## src/rtl/core/simple_8bit_cpu_execute_unit_macros.svh

```systemverilog
// Assertion helpers shared by the execute unit.
`ifndef SIMPLE_8BIT_CPU_EXECUTE_UNIT_MACROS_SVH
`define SIMPLE_8BIT_CPU_EXECUTE_UNIT_MACROS_SVH

// Same-cycle implication.
`define S8CPU_ASSERT_IMP(label, clk, rst_n, ante, cons, msg) \
    label: assert property (@(posedge clk) disable iff (!rst_n) (ante) |-> (cons)) \
        else $error(msg);

// Next-cycle implication.
`define S8CPU_ASSERT_NXT(label, clk, rst_n, ante, cons, msg) \
    label: assert property (@(posedge clk) disable iff (!rst_n) (ante) |=> (cons)) \
        else $error(msg);

`endif

```

## src/rtl/core/s8cpu_pkg.sv

```systemverilog
package s8cpu_pkg;

    localparam int NUM_REGS  = 16;
    localparam int MEM_BYTES = 256;
    localparam int REG_AW    = $clog2(NUM_REGS);
    localparam int MEM_AW    = $clog2(MEM_BYTES);
    localparam int Q_DEPTH   = 2;

    // instruction opcodes
    localparam logic [3:0] OP_LOAD  = 4'h1;
    localparam logic [3:0] OP_IMM   = 4'h2;
    localparam logic [3:0] OP_STORE = 4'h3;
    localparam logic [3:0] OP_MOVE  = 4'h4;
    localparam logic [3:0] OP_ADD   = 4'h5;
    localparam logic [3:0] OP_FADD  = 4'h6;
    localparam logic [3:0] OP_OR    = 4'h7;
    localparam logic [3:0] OP_AND   = 4'h8;
    localparam logic [3:0] OP_XOR   = 4'h9;
    localparam logic [3:0] OP_JEQ   = 4'hB;
    localparam logic [3:0] OP_HALT  = 4'hC;
    localparam logic [3:0] OP_JGT   = 4'hD;

    // classified operation kinds
    typedef logic [3:0] t_kind;
    localparam t_kind K_NOP   = 4'd0;
    localparam t_kind K_MEMWR = 4'd1;
    localparam t_kind K_LOAD  = 4'd2;
    localparam t_kind K_IMM   = 4'd3;
    localparam t_kind K_STORE = 4'd4;
    localparam t_kind K_MOVE  = 4'd5;
    localparam t_kind K_ADD   = 4'd6;
    localparam t_kind K_FADD  = 4'd7;
    localparam t_kind K_OR    = 4'd8;
    localparam t_kind K_AND   = 4'd9;
    localparam t_kind K_XOR   = 4'd10;
    localparam t_kind K_JEQ   = 4'd11;
    localparam t_kind K_JGT   = 4'd12;
    localparam t_kind K_HALT  = 4'd13;

    typedef struct packed {
        t_kind              kind;
        logic [REG_AW-1:0]  ra;     // first register read
        logic [REG_AW-1:0]  rb;     // second register read
        logic [REG_AW-1:0]  dest;
        logic [MEM_AW-1:0]  xy;
        logic [7:0]         data;
    } t_uop;

    typedef struct packed {
        logic [7:0] wval;
        logic       wreg;
        logic       jt;
        logic [7:0] jtgt;
        logic       halt;
        logic       fault;
    } t_result;

endpackage

```

## src/rtl/core/s8cpu_ram.sv

```systemverilog
module s8cpu_ram #(
    parameter int WIDTH = 8,
    parameter int DEPTH = 256
) (
    input  logic                     i_clk,
    input  logic                     i_we,
    input  logic [$clog2(DEPTH)-1:0] i_waddr,
    input  logic [WIDTH-1:0]         i_wdata,
    input  logic                     i_re,
    input  logic [$clog2(DEPTH)-1:0] i_raddr,
    output logic [WIDTH-1:0]         o_rdata
);

    logic [WIDTH-1:0] r_mem [DEPTH];
    logic [WIDTH-1:0] r_rdata;

    // read-first: a read at the written address returns the old word
    always_ff @(posedge i_clk) begin
        if (i_we) begin
            r_mem[i_waddr] <= i_wdata;
        end
        if (i_re) begin
            r_rdata <= r_mem[i_raddr];
        end
    end

    assign o_rdata = r_rdata;

endmodule

```

## src/rtl/core/s8cpu_front.sv

```systemverilog
module s8cpu_front import s8cpu_pkg::*; (
    input  logic        i_valid,
    output logic        o_ready,
    input  logic        i_action,
    input  logic [3:0]  i_opcode,
    input  logic [3:0]  i_reg_r,
    input  logic [7:0]  i_operand_xy,
    input  logic [7:0]  i_load_data,
    input  logic        i_q_full,
    output logic        o_push,
    output t_uop        o_uop
);

    logic [3:0] s_idx;
    logic [3:0] t_idx;

    assign s_idx   = i_operand_xy[7:4];
    assign t_idx   = i_operand_xy[3:0];
    assign o_ready = !i_q_full;
    assign o_push  = i_valid && !i_q_full;

    always_comb begin
        o_uop.kind = K_NOP;
        o_uop.ra   = s_idx;
        o_uop.rb   = t_idx;
        o_uop.dest = i_reg_r;
        o_uop.xy   = i_operand_xy;
        o_uop.data = i_load_data;
        if (!i_action) begin
            o_uop.kind = K_MEMWR;
        end else begin
            case (i_opcode)
                OP_LOAD:  o_uop.kind = K_LOAD;
                OP_IMM:   o_uop.kind = K_IMM;
                OP_STORE: begin
                    o_uop.kind = K_STORE;
                    o_uop.ra   = i_reg_r;
                end
                OP_MOVE: begin
                    o_uop.kind = K_MOVE;
                    o_uop.dest = t_idx;
                end
                OP_ADD:   o_uop.kind = K_ADD;
                OP_FADD:  o_uop.kind = K_FADD;
                OP_OR:    o_uop.kind = K_OR;
                OP_AND:   o_uop.kind = K_AND;
                OP_XOR:   o_uop.kind = K_XOR;
                OP_JEQ: begin
                    o_uop.kind = K_JEQ;
                    o_uop.ra   = i_reg_r;
                    o_uop.rb   = '0;
                end
                OP_JGT: begin
                    o_uop.kind = K_JGT;
                    o_uop.ra   = i_reg_r;
                    o_uop.rb   = '0;
                end
                OP_HALT:  o_uop.kind = K_HALT;
                default:  o_uop.kind = K_NOP;
            endcase
        end
    end

endmodule

```

## src/rtl/core/s8cpu_queue.sv

```systemverilog
module s8cpu_queue import s8cpu_pkg::*; (
    input  logic i_clk,
    input  logic i_rst_n,
    input  logic i_push,
    input  t_uop i_uop,
    output logic o_full,
    input  logic i_pop,
    output logic o_valid,
    output t_uop o_uop
);

    localparam int AW = (Q_DEPTH > 1) ? $clog2(Q_DEPTH) : 1;
    localparam int CW = $clog2(Q_DEPTH + 1);

    t_uop          r_slot [Q_DEPTH];
    logic [AW-1:0] r_wptr, n_wptr;
    logic [AW-1:0] r_rptr, n_rptr;
    logic [CW-1:0] r_count, n_count;

    function automatic logic [AW-1:0] bump(input logic [AW-1:0] p);
        return (p == AW'(Q_DEPTH - 1)) ? '0 : p + 1'b1;
    endfunction

    assign o_full  = (r_count == CW'(Q_DEPTH));
    assign o_valid = (r_count != '0);
    assign o_uop   = r_slot[r_rptr];

    always_comb begin
        n_wptr  = i_push ? bump(r_wptr) : r_wptr;
        n_rptr  = i_pop ? bump(r_rptr) : r_rptr;
        n_count = r_count;
        if (i_push && !i_pop) begin
            n_count = r_count + 1'b1;
        end else if (!i_push && i_pop) begin
            n_count = r_count - 1'b1;
        end
    end

    always_ff @(posedge i_clk) begin
        if (!i_rst_n) begin
            r_wptr  <= '0;
            r_rptr  <= '0;
            r_count <= '0;
        end else begin
            r_wptr  <= n_wptr;
            r_rptr  <= n_rptr;
            r_count <= n_count;
        end
    end

    always_ff @(posedge i_clk) begin
        if (i_push) begin
            r_slot[r_wptr] <= i_uop;
        end
    end

endmodule

```

## src/rtl/core/s8cpu_back.sv

```systemverilog
`include "simple_8bit_cpu_execute_unit_macros.svh"

module s8cpu_back import s8cpu_pkg::*; (
    input  logic    i_clk,
    input  logic    i_rst_n,
    input  logic    i_q_valid,
    input  t_uop    i_q_uop,
    output logic    o_q_pop,
    output logic    o_valid,
    input  logic    i_ready,
    output t_result o_res
);

    // float add: bit 8 flags exponent overflow, bits 7..0 the encoded sum
    function automatic logic [8:0] fl_add(input logic [7:0] a, input logic [7:0] b);
        logic [10:0]       ma;
        logic [10:0]       mb;
        logic signed [12:0] sa;
        logic signed [12:0] sb;
        logic signed [12:0] sum;
        logic [11:0]       mag;
        logic [11:0]       sh;
        logic [3:0]        msb;
        logic [3:0]        ex;
        logic              sign;
        logic [8:0]        res;
        ma   = 11'(a[3:0]) << a[6:4];
        mb   = 11'(b[3:0]) << b[6:4];
        sa   = a[7] ? -$signed({2'b00, ma}) : $signed({2'b00, ma});
        sb   = b[7] ? -$signed({2'b00, mb}) : $signed({2'b00, mb});
        sum  = sa + sb;
        sign = sum[12];
        mag  = sign ? 12'(-sum) : sum[11:0];
        msb  = '0;
        for (int i = 0; i < 12; i++) begin
            if (mag[i]) begin
                msb = 4'(i);
            end
        end
        ex = msb - 4'd3;
        sh = mag >> ex;
        if (mag == '0) begin
            res = '0;
        end else if (msb < 4'd4) begin
            res = {1'b0, sign, 3'b000, mag[3:0]};
        end else if (msb > 4'd10) begin
            res = {1'b1, 8'h00};
        end else begin
            res = {1'b0, sign, ex[2:0], sh[3:0]};
        end
        return res;
    endfunction

    t_uop              r_e2;
    logic              r_e2_valid;
    logic [NUM_REGS-1:0]  r_rvld;
    logic [MEM_BYTES-1:0] r_mvld;
    logic              r_rv_a, r_rv_b, r_mv;
    logic              r_rf_fv, r_mf_fv;
    logic [REG_AW-1:0] r_rf_fa;
    logic [7:0]        r_rf_fd;
    logic [MEM_AW-1:0] r_mf_fa;
    logic [7:0]        r_mf_fd;
    t_result           r_out;
    logic              r_out_valid;

    logic       pop, commit;
    logic [7:0] rdata_a, rdata_b, mdata;
    logic [7:0] va, vb, vm;
    logic [7:0] val, mwval;
    logic       wreg, mem_we, rf_we;
    logic [8:0] fsum;
    t_result    res;

    assign commit  = r_e2_valid && (!r_out_valid || i_ready);
    assign pop     = i_q_valid && (!r_e2_valid || commit);
    assign o_q_pop = pop;
    assign rf_we   = commit && wreg;

    s8cpu_ram #(.WIDTH(8), .DEPTH(NUM_REGS)) u_rf_a (
        .i_clk   (i_clk),
        .i_we    (rf_we),
        .i_waddr (r_e2.dest),
        .i_wdata (val),
        .i_re    (pop),
        .i_raddr (i_q_uop.ra),
        .o_rdata (rdata_a)
    );

    s8cpu_ram #(.WIDTH(8), .DEPTH(NUM_REGS)) u_rf_b (
        .i_clk   (i_clk),
        .i_we    (rf_we),
        .i_waddr (r_e2.dest),
        .i_wdata (val),
        .i_re    (pop),
        .i_raddr (i_q_uop.rb),
        .o_rdata (rdata_b)
    );

    s8cpu_ram #(.WIDTH(8), .DEPTH(MEM_BYTES)) u_mem (
        .i_clk   (i_clk),
        .i_we    (commit && mem_we),
        .i_waddr (r_e2.xy),
        .i_wdata (mwval),
        .i_re    (pop),
        .i_raddr (i_q_uop.xy),
        .o_rdata (mdata)
    );

    // bypass the write that landed on the same edge as the read
    assign va = (r_rf_fv && r_rf_fa == r_e2.ra) ? r_rf_fd : (r_rv_a ? rdata_a : 8'h00);
    assign vb = (r_rf_fv && r_rf_fa == r_e2.rb) ? r_rf_fd : (r_rv_b ? rdata_b : 8'h00);
    assign vm = (r_mf_fv && r_mf_fa == r_e2.xy) ? r_mf_fd : (r_mv ? mdata : 8'h00);
    assign fsum = fl_add(va, vb);

    always_comb begin
        val    = 8'h00;
        mwval  = 8'h00;
        wreg   = 1'b0;
        mem_we = 1'b0;
        res    = '0;
        case (r_e2.kind)
            K_MEMWR: begin
                mem_we   = 1'b1;
                mwval    = r_e2.data;
                res.wval = r_e2.data;
            end
            K_LOAD: begin
                val  = vm;
                wreg = 1'b1;
            end
            K_IMM: begin
                val  = r_e2.xy;
                wreg = 1'b1;
            end
            K_STORE: begin
                mem_we   = 1'b1;
                mwval    = va;
                res.wval = va;
            end
            K_MOVE: begin
                val  = va;
                wreg = 1'b1;
            end
            K_ADD: begin
                val  = va + vb;
                wreg = 1'b1;
            end
            K_FADD: begin
                val       = fsum[7:0];
                wreg      = !fsum[8];
                res.fault = fsum[8];
            end
            K_OR: begin
                val  = va | vb;
                wreg = 1'b1;
            end
            K_AND: begin
                val  = va & vb;
                wreg = 1'b1;
            end
            K_XOR: begin
                val  = va ^ vb;
                wreg = 1'b1;
            end
            K_JEQ: begin
                if (va == vb) begin
                    res.jt   = 1'b1;
                    res.jtgt = r_e2.xy;
                end
            end
            K_JGT: begin
                if (va > vb) begin
                    res.jt   = 1'b1;
                    res.jtgt = r_e2.xy;
                end
            end
            K_HALT:  res.halt = 1'b1;
            default: res = '0;
        endcase
        if (wreg) begin
            res.wval = val;
            res.wreg = 1'b1;
        end
    end

    always_ff @(posedge i_clk) begin
        if (!i_rst_n) begin
            r_e2_valid  <= 1'b0;
            r_out_valid <= 1'b0;
            r_rvld      <= '0;
            r_mvld      <= '0;
            r_rf_fv     <= 1'b0;
            r_mf_fv     <= 1'b0;
            r_rv_a      <= 1'b0;
            r_rv_b      <= 1'b0;
            r_mv        <= 1'b0;
        end else begin
            if (pop) begin
                r_e2_valid <= 1'b1;
                r_rv_a     <= r_rvld[i_q_uop.ra];
                r_rv_b     <= r_rvld[i_q_uop.rb];
                r_mv       <= r_mvld[i_q_uop.xy];
                r_rf_fv    <= rf_we;
                r_mf_fv    <= commit && mem_we;
            end else if (commit) begin
                r_e2_valid <= 1'b0;
            end
            if (rf_we) begin
                r_rvld[r_e2.dest] <= 1'b1;
            end
            if (commit && mem_we) begin
                r_mvld[r_e2.xy] <= 1'b1;
            end
            if (commit) begin
                r_out_valid <= 1'b1;
            end else if (i_ready) begin
                r_out_valid <= 1'b0;
            end
        end
    end

    always_ff @(posedge i_clk) begin
        if (pop) begin
            r_e2    <= i_q_uop;
            r_rf_fa <= r_e2.dest;
            r_rf_fd <= val;
            r_mf_fa <= r_e2.xy;
            r_mf_fd <= mwval;
        end
        if (commit) begin
            r_out <= res;
        end
    end

    assign o_valid = r_out_valid;
    assign o_res   = r_out;

    `S8CPU_ASSERT_IMP(a_stall_holds_queue, i_clk, i_rst_n, r_e2_valid && !commit, !pop, "pop while execute stage stalled")
    `S8CPU_ASSERT_NXT(a_bypass_armed, i_clk, i_rst_n, pop && rf_we, r_rf_fv && r_e2_valid, "register bypass not armed")
    `S8CPU_ASSERT_IMP(a_fault_no_write, i_clk, i_rst_n, commit && res.fault, !rf_we && !mem_we, "float fault wrote state")
    `S8CPU_ASSERT_NXT(a_commit_shows, i_clk, i_rst_n, commit, r_out_valid, "committed result not presented")

endmodule

```

## src/rtl/core/simple_8bit_cpu_execute_unit.sv

```systemverilog
// Execute unit of the textbook 8-bit machine: 16 byte registers and a
// 256-byte memory, both reading as zero after reset (per-entry valid bits, so
// there is no clearing pass and the unit is ready straight out of reset).
// Each input transaction is either a memory byte write (action 0) or one
// decoded instruction (action 1), and gives exactly one result transaction.
// Sustained rate is one transaction per clock while the consumer is ready.
// A decoder classifies each transaction into a two-entry queue; the back
// end reads the register file and memory RAMs (registered read) on the
// cycle it pops the queue, then executes and writes back once the output
// register can take the result, with a one-entry bypass covering the write
// that lands on the same edge as the read. Results sit in an output register,
// so a stalled consumer backs up into the queue and then the input ready.
// Float add uses sign, excess-4 3-bit exponent and 4-bit fraction with no
// hidden bit; the sum is normalised and truncated, and exponent overflow
// flags float_fault and leaves the registers untouched.
module simple_8bit_cpu_execute_unit import s8cpu_pkg::*; (
    input  logic       i_clk,
    input  logic       i_rst_n,
    input  logic       i_valid,
    output logic       o_ready,
    input  logic       i_action,
    input  logic [3:0] i_opcode,
    input  logic [3:0] i_reg_r,
    input  logic [7:0] i_operand_xy,
    input  logic [7:0] i_load_data,
    output logic       o_valid,
    input  logic       i_ready,
    output logic [7:0] o_written_value,
    output logic       o_wrote_register,
    output logic       o_jump_taken,
    output logic [7:0] o_jump_target,
    output logic       o_halted,
    output logic       o_float_fault
);

    // front to queue
    logic    push;
    logic    q_full;
    t_uop    push_uop;
    // queue to back end
    logic    q_valid;
    logic    q_pop;
    t_uop    q_uop;
    t_result res;

    s8cpu_front u_front (
        .i_valid      (i_valid),
        .o_ready      (o_ready),
        .i_action     (i_action),
        .i_opcode     (i_opcode),
        .i_reg_r      (i_reg_r),
        .i_operand_xy (i_operand_xy),
        .i_load_data  (i_load_data),
        .i_q_full     (q_full),
        .o_push       (push),
        .o_uop        (push_uop)
    );

    s8cpu_queue u_queue (
        .i_clk   (i_clk),
        .i_rst_n (i_rst_n),
        .i_push  (push),
        .i_uop   (push_uop),
        .o_full  (q_full),
        .i_pop   (q_pop),
        .o_valid (q_valid),
        .o_uop   (q_uop)
    );

    s8cpu_back u_back (
        .i_clk     (i_clk),
        .i_rst_n   (i_rst_n),
        .i_q_valid (q_valid),
        .i_q_uop   (q_uop),
        .o_q_pop   (q_pop),
        .o_valid   (o_valid),
        .i_ready   (i_ready),
        .o_res     (res)
    );

    // result fields straight from the output register
    assign o_written_value  = res.wval;
    assign o_wrote_register = res.wreg;
    assign o_jump_taken     = res.jt;
    assign o_jump_target    = res.jtgt;
    assign o_halted         = res.halt;
    assign o_float_fault    = res.fault;

endmodule

```

## config.mk

```make
export PLATFORM = sky130hd
export DESIGN_NAME = simple_8bit_cpu_execute_unit
export DESIGN_NICKNAME = d
export VERILOG_FILES = /design/src/rtl/core/s8cpu_pkg.sv /design/src/rtl/core/s8cpu_ram.sv /design/src/rtl/core/s8cpu_front.sv /design/src/rtl/core/s8cpu_queue.sv /design/src/rtl/core/s8cpu_back.sv /design/src/rtl/core/simple_8bit_cpu_execute_unit.sv
export VERILOG_INCLUDE_DIRS = /design/src /design/src/rtl/core
export SDC_FILE = /design/constraint.sdc
export NUM_CORES = 2
export LEC_CHECK = 0
export ABC_AREA = 1
export BUFFER_PORTS_ARGS = -buffer_cell sky130_fd_sc_hd__buf_2
export CORE_MARGIN = 2
export CORE_UTILIZATION = 57
export CTS_CLUSTER_DIAMETER = 40
export DETAILED_ROUTE_END_ITERATION = 7
export PLACE_DENSITY = 0.76
export SYNTH_ARGS = -nofsm -noshare
export SYNTH_HDL_FRONTEND = slang
export SYNTH_SLANG_ARGS = --single-unit
export TNS_END_PERCENT = 30
```

## constraint.sdc

```tcl
create_clock -name i_clk -period 12.9 [get_ports i_clk]
set_input_delay 1.29 -clock i_clk [delete_from_list [all_inputs] [get_ports i_clk]]
set_output_delay 1.29 -clock i_clk [all_outputs]
set_load 0.02 [all_outputs]
```

==> impl_metrics.ini <==
[run_status]
status = finished with violations
violations = DRC

[cts]
clockBufferDepth = 4
clk_latency_ns = 0.95
post-cts-setup-buffers = 0
cts-buffers-inserted = 334
cts_resized = 0
cts_hold_buf = 0
htree_levels = 5
cts.sinks = 2628
clkTransAtPathRegs_ns = 0.06
root_buffer = clkbuf_16
cts_tree = done

[power]
leakage_uw = 0.0409
p_per_area_nw_per_um2 = 260
intPower_uw = 18800
net-switching-power_uw = 12700
power_uw = 31500
seqPwrFrac_pct = 32.7
sw_frac_of_total_pct = 40.2
pwr-share-comb_pct = 37.5
p_clk_share_pct = 29.8
irDropWorstVdd_v = 0.000378

[worst_setup_path]
worstPathArrival_ns = 8.96
crit_required_ns = 13.40
max_stage_delay_ns = 0.82
crit_family = simple AND/OR/NAND/NOR gates
path_common_cell = nand2_1
critPathBufInv = 6
cp-end-kind = register
critical_path.max_fanout = 17
cpMaxStageDelayCell = o21ai_1
critical_path_class = reg2reg
start_kind = register

[sta]
hold_violations = 0
rsz0062_at_grt = false
min_period_over_period_pct = 65.6
slew_headroom_pct = 6.97
fin_crit_ns = 8.47
max_freq_mhz = 118
worst_slew_pin_slew_ns = 1.40
finalSetupViolations = 0
tns_ns = 0
hold_slack_ns = 0.462
slew_violations = 0
skew_ns = 0.0759

[global_routing]
grt_start_max_net_pins = 242
antenna_found_initial = 11
grt_pass1_wl_um = 460000
grt_overflow = 0
grt_usage_pct = 31.5
grt_pass1_vias = 73500

[flow_run]
drv_cap = 0

[floorplan]
start_util_pct = 57.4
rows = 159
ios = 51
die_y_um = 439
die_x_um = 439
die_area_um2 = 193000
core_area_um2 = 188000

[placement]
dpl.hpwl_um = 171000
numPortBuffers = 50
place.gp.congestion = 0.943
placed_cells_incl_taps = 11400

[cells_and_area]
drive_above_1_share_pct = 9.02
post_layout_nonfiller_instances = 12000
nets = 9301
fillers = 13400
register_area_um2 = 76100
multi_input_area_um2 = 28600
area_delta_synth_final_pct = 12.4

[drt]
post_drt_wl_per_cell_um = 25.8
routed_via_density = 6.49
wirelength_um = 309000
antenna_left = 0
drc = 5
via_count = 77800
drt_pass1_iterations = 8
first_iter_violations = 12500

[yosys]
synthDistinctLibCells = 58
avgSynthCellArea_um2 = 11.5
syn-num-nets = 9435
ys.flop_type = edfxtp_1
syn_area_um2 = 108000
yosysWarnings = 0
synth_edf_count = 2344
postSynthCellCount = 9366
ys_seq_area_share_pct = 70.5
async_flop_share_pct = 0
ys_ff_latch = 2628

[min_path]
hold_path.class = reg2reg
==> power groups by stage <==
stage	sequential (uW)	combinational, uW	clock (uW)
6_report	10300	11800	9390
5_1_grt	10300	12700	9780
4_1_cts	10300	11500	9410
3_5_place_dp	10500	11400	0
3_3_place_gp	10500	11300	0
2_1_floorplan	10700	7540	0
==> kinds of logic (layout without fill, tap and decap cells) <==
| kind of cell | Yosys count | count (layout) | synth area share (%) |
|---|---|---|---|
| muxes | 4 | 4 | 0.0418 |
| adders and majority gates | 40 | 40 | 0.478 |
| and+or+nand+nor | 3105 | 3105 | 11.5 |
| DFF | 2628 | 2628 | 70.5 |
| xor gates and xnor gates | 42 | 42 | 0.432 |
| AOI/OAI and AO/OA | 2653 | 2653 | 13.9 |
| other | 0 | 3 | 0 |
| buffers and inverters | 894 | 1018 | 3.15 |
==> routing by layer <==
layer | global-route usage (%) | vias up | routed length, um
met5 | 0 | - | 25
met4 | 15.7 | 4 | 16900
met3 | 7.35 | 909 | 39000
met2 | 47.8 | 5549 | 140000
met1 | 42.8 | 37500 | 113000
li1 | - | 33800 | -
==> stage by stage <==
step                instance area, um2  util [%]  worst slack (ns)
floorplan                       108000         -            -0.483
global placement                110000      58.5              4.54
detailed placement              110000      58.5              4.56
CTS                             121000      64.5              4.51
global route                    121000      64.5              3.70
finish                          121000      64.5              4.43
==> final cells by class <==
type | count | area share (%)
diodes | 3 | 0.00619
clock buffers | 390 | 7.25
clock inverters | 204 | 1.98
inverters | 258 | 0.828
multi-input cells | 5844 | 23.6
flip-flops and latches | 2628 | 62.7
well taps | 2495 | 2.57
repair buffers | 166 | 1.05
==> Yosys cell counts (all sizes together) (5+ instances only) <==
cell type / n / area, um2
a21oi: 106 / 534
a221oi: 5 / 43.8
a31oi: 6 / 37.5
buf: 17 / 109
clkbuf: 619 / 2320
clkinv: 10 / 37.5
dfxtp: 284 / 5690
edfxtp: 2344 / 70400
ha: 38 / 475
inv: 248 / 931
nand2: 388 / 1590
nand3: 251 / 1350
nand4: 17 / 106
nor2: 2408 / 9120
nor3: 11 / 55.1
o211ai: 34 / 255
o21a: 20 / 150
o21ai: 1692 / 8500
o221ai: 172 / 1510
o22ai: 597 / 3730
o31ai: 5 / 51.3
or2: 23 / 144
xnor2: 13 / 170
xor2: 29 / 295
==> layout by cell type, fill, tap and decap left out, types with 103 or more instances in the layout <==
cell | Yosys | routed
edfxtp_1 | 2344 | 2344
o22ai_1 | 597 | 593
clkbuf_16 | 0 | 338
nand2_1 | 348 | 347
dfxtp_1 | 284 | 284
a21oi_1 | 105 | 105
nor2_1 | 2397 | 2395
inv_1 | 227 | 216
nand3_1 | 235 | 235
buf_4 | 0 | 103
o221ai_1 | 172 | 172
o21ai_0 | 1669 | 1664
==> flip-flops by register name, indices dropped and copies added (netlist names), 8 cells and up, named ones only <==
register	flops
u_back.o_res	20
u_back.r_e2	32
u_back.r_mf_fa	8
u_back.r_mf_fd	8
u_back.r_mvld	256
u_back.r_rf_fd	8
u_back.r_rvld	16
u_back.u_mem.o_rdata	8
u_back.u_mem.r_mem	2048
u_back.u_rf_a.o_rdata	8
u_back.u_rf_a.r_mem	128
u_back.u_rf_b.o_rdata	8
u_queue.r_slot	64
==> worst reg2reg max path, delay by kind of cell, from the launching register on <==
family	cells	cell delay, ns
AO/OA/AOI/OAI	8	2.16
XOR/XNOR	2	0.26
adder cells (fa/ha/maj)	3	1.10
buffers and inverters	6	0.73
flip-flops	1	0.42
AND/OR/NAND/NOR	20	3.35
==> final timing paths <==
check | depth (start not counted) | slack, ns | endpoint | startpoint
max reg2reg | 39 | 4.43 | u_back.r_rf_fd[1] | u_back.r_rf_fa[0]
min | 2 | 0.46 | u_back.r_mvld[165] | u_back.r_mvld[165]
min reg2reg | 2 | 0.46 | u_back.r_mvld[165] | u_back.r_mvld[165]
max | 39 | 4.43 | u_back.r_rf_fd[1] | u_back.r_rf_fa[0]
(Power assumes the default switching activity.)
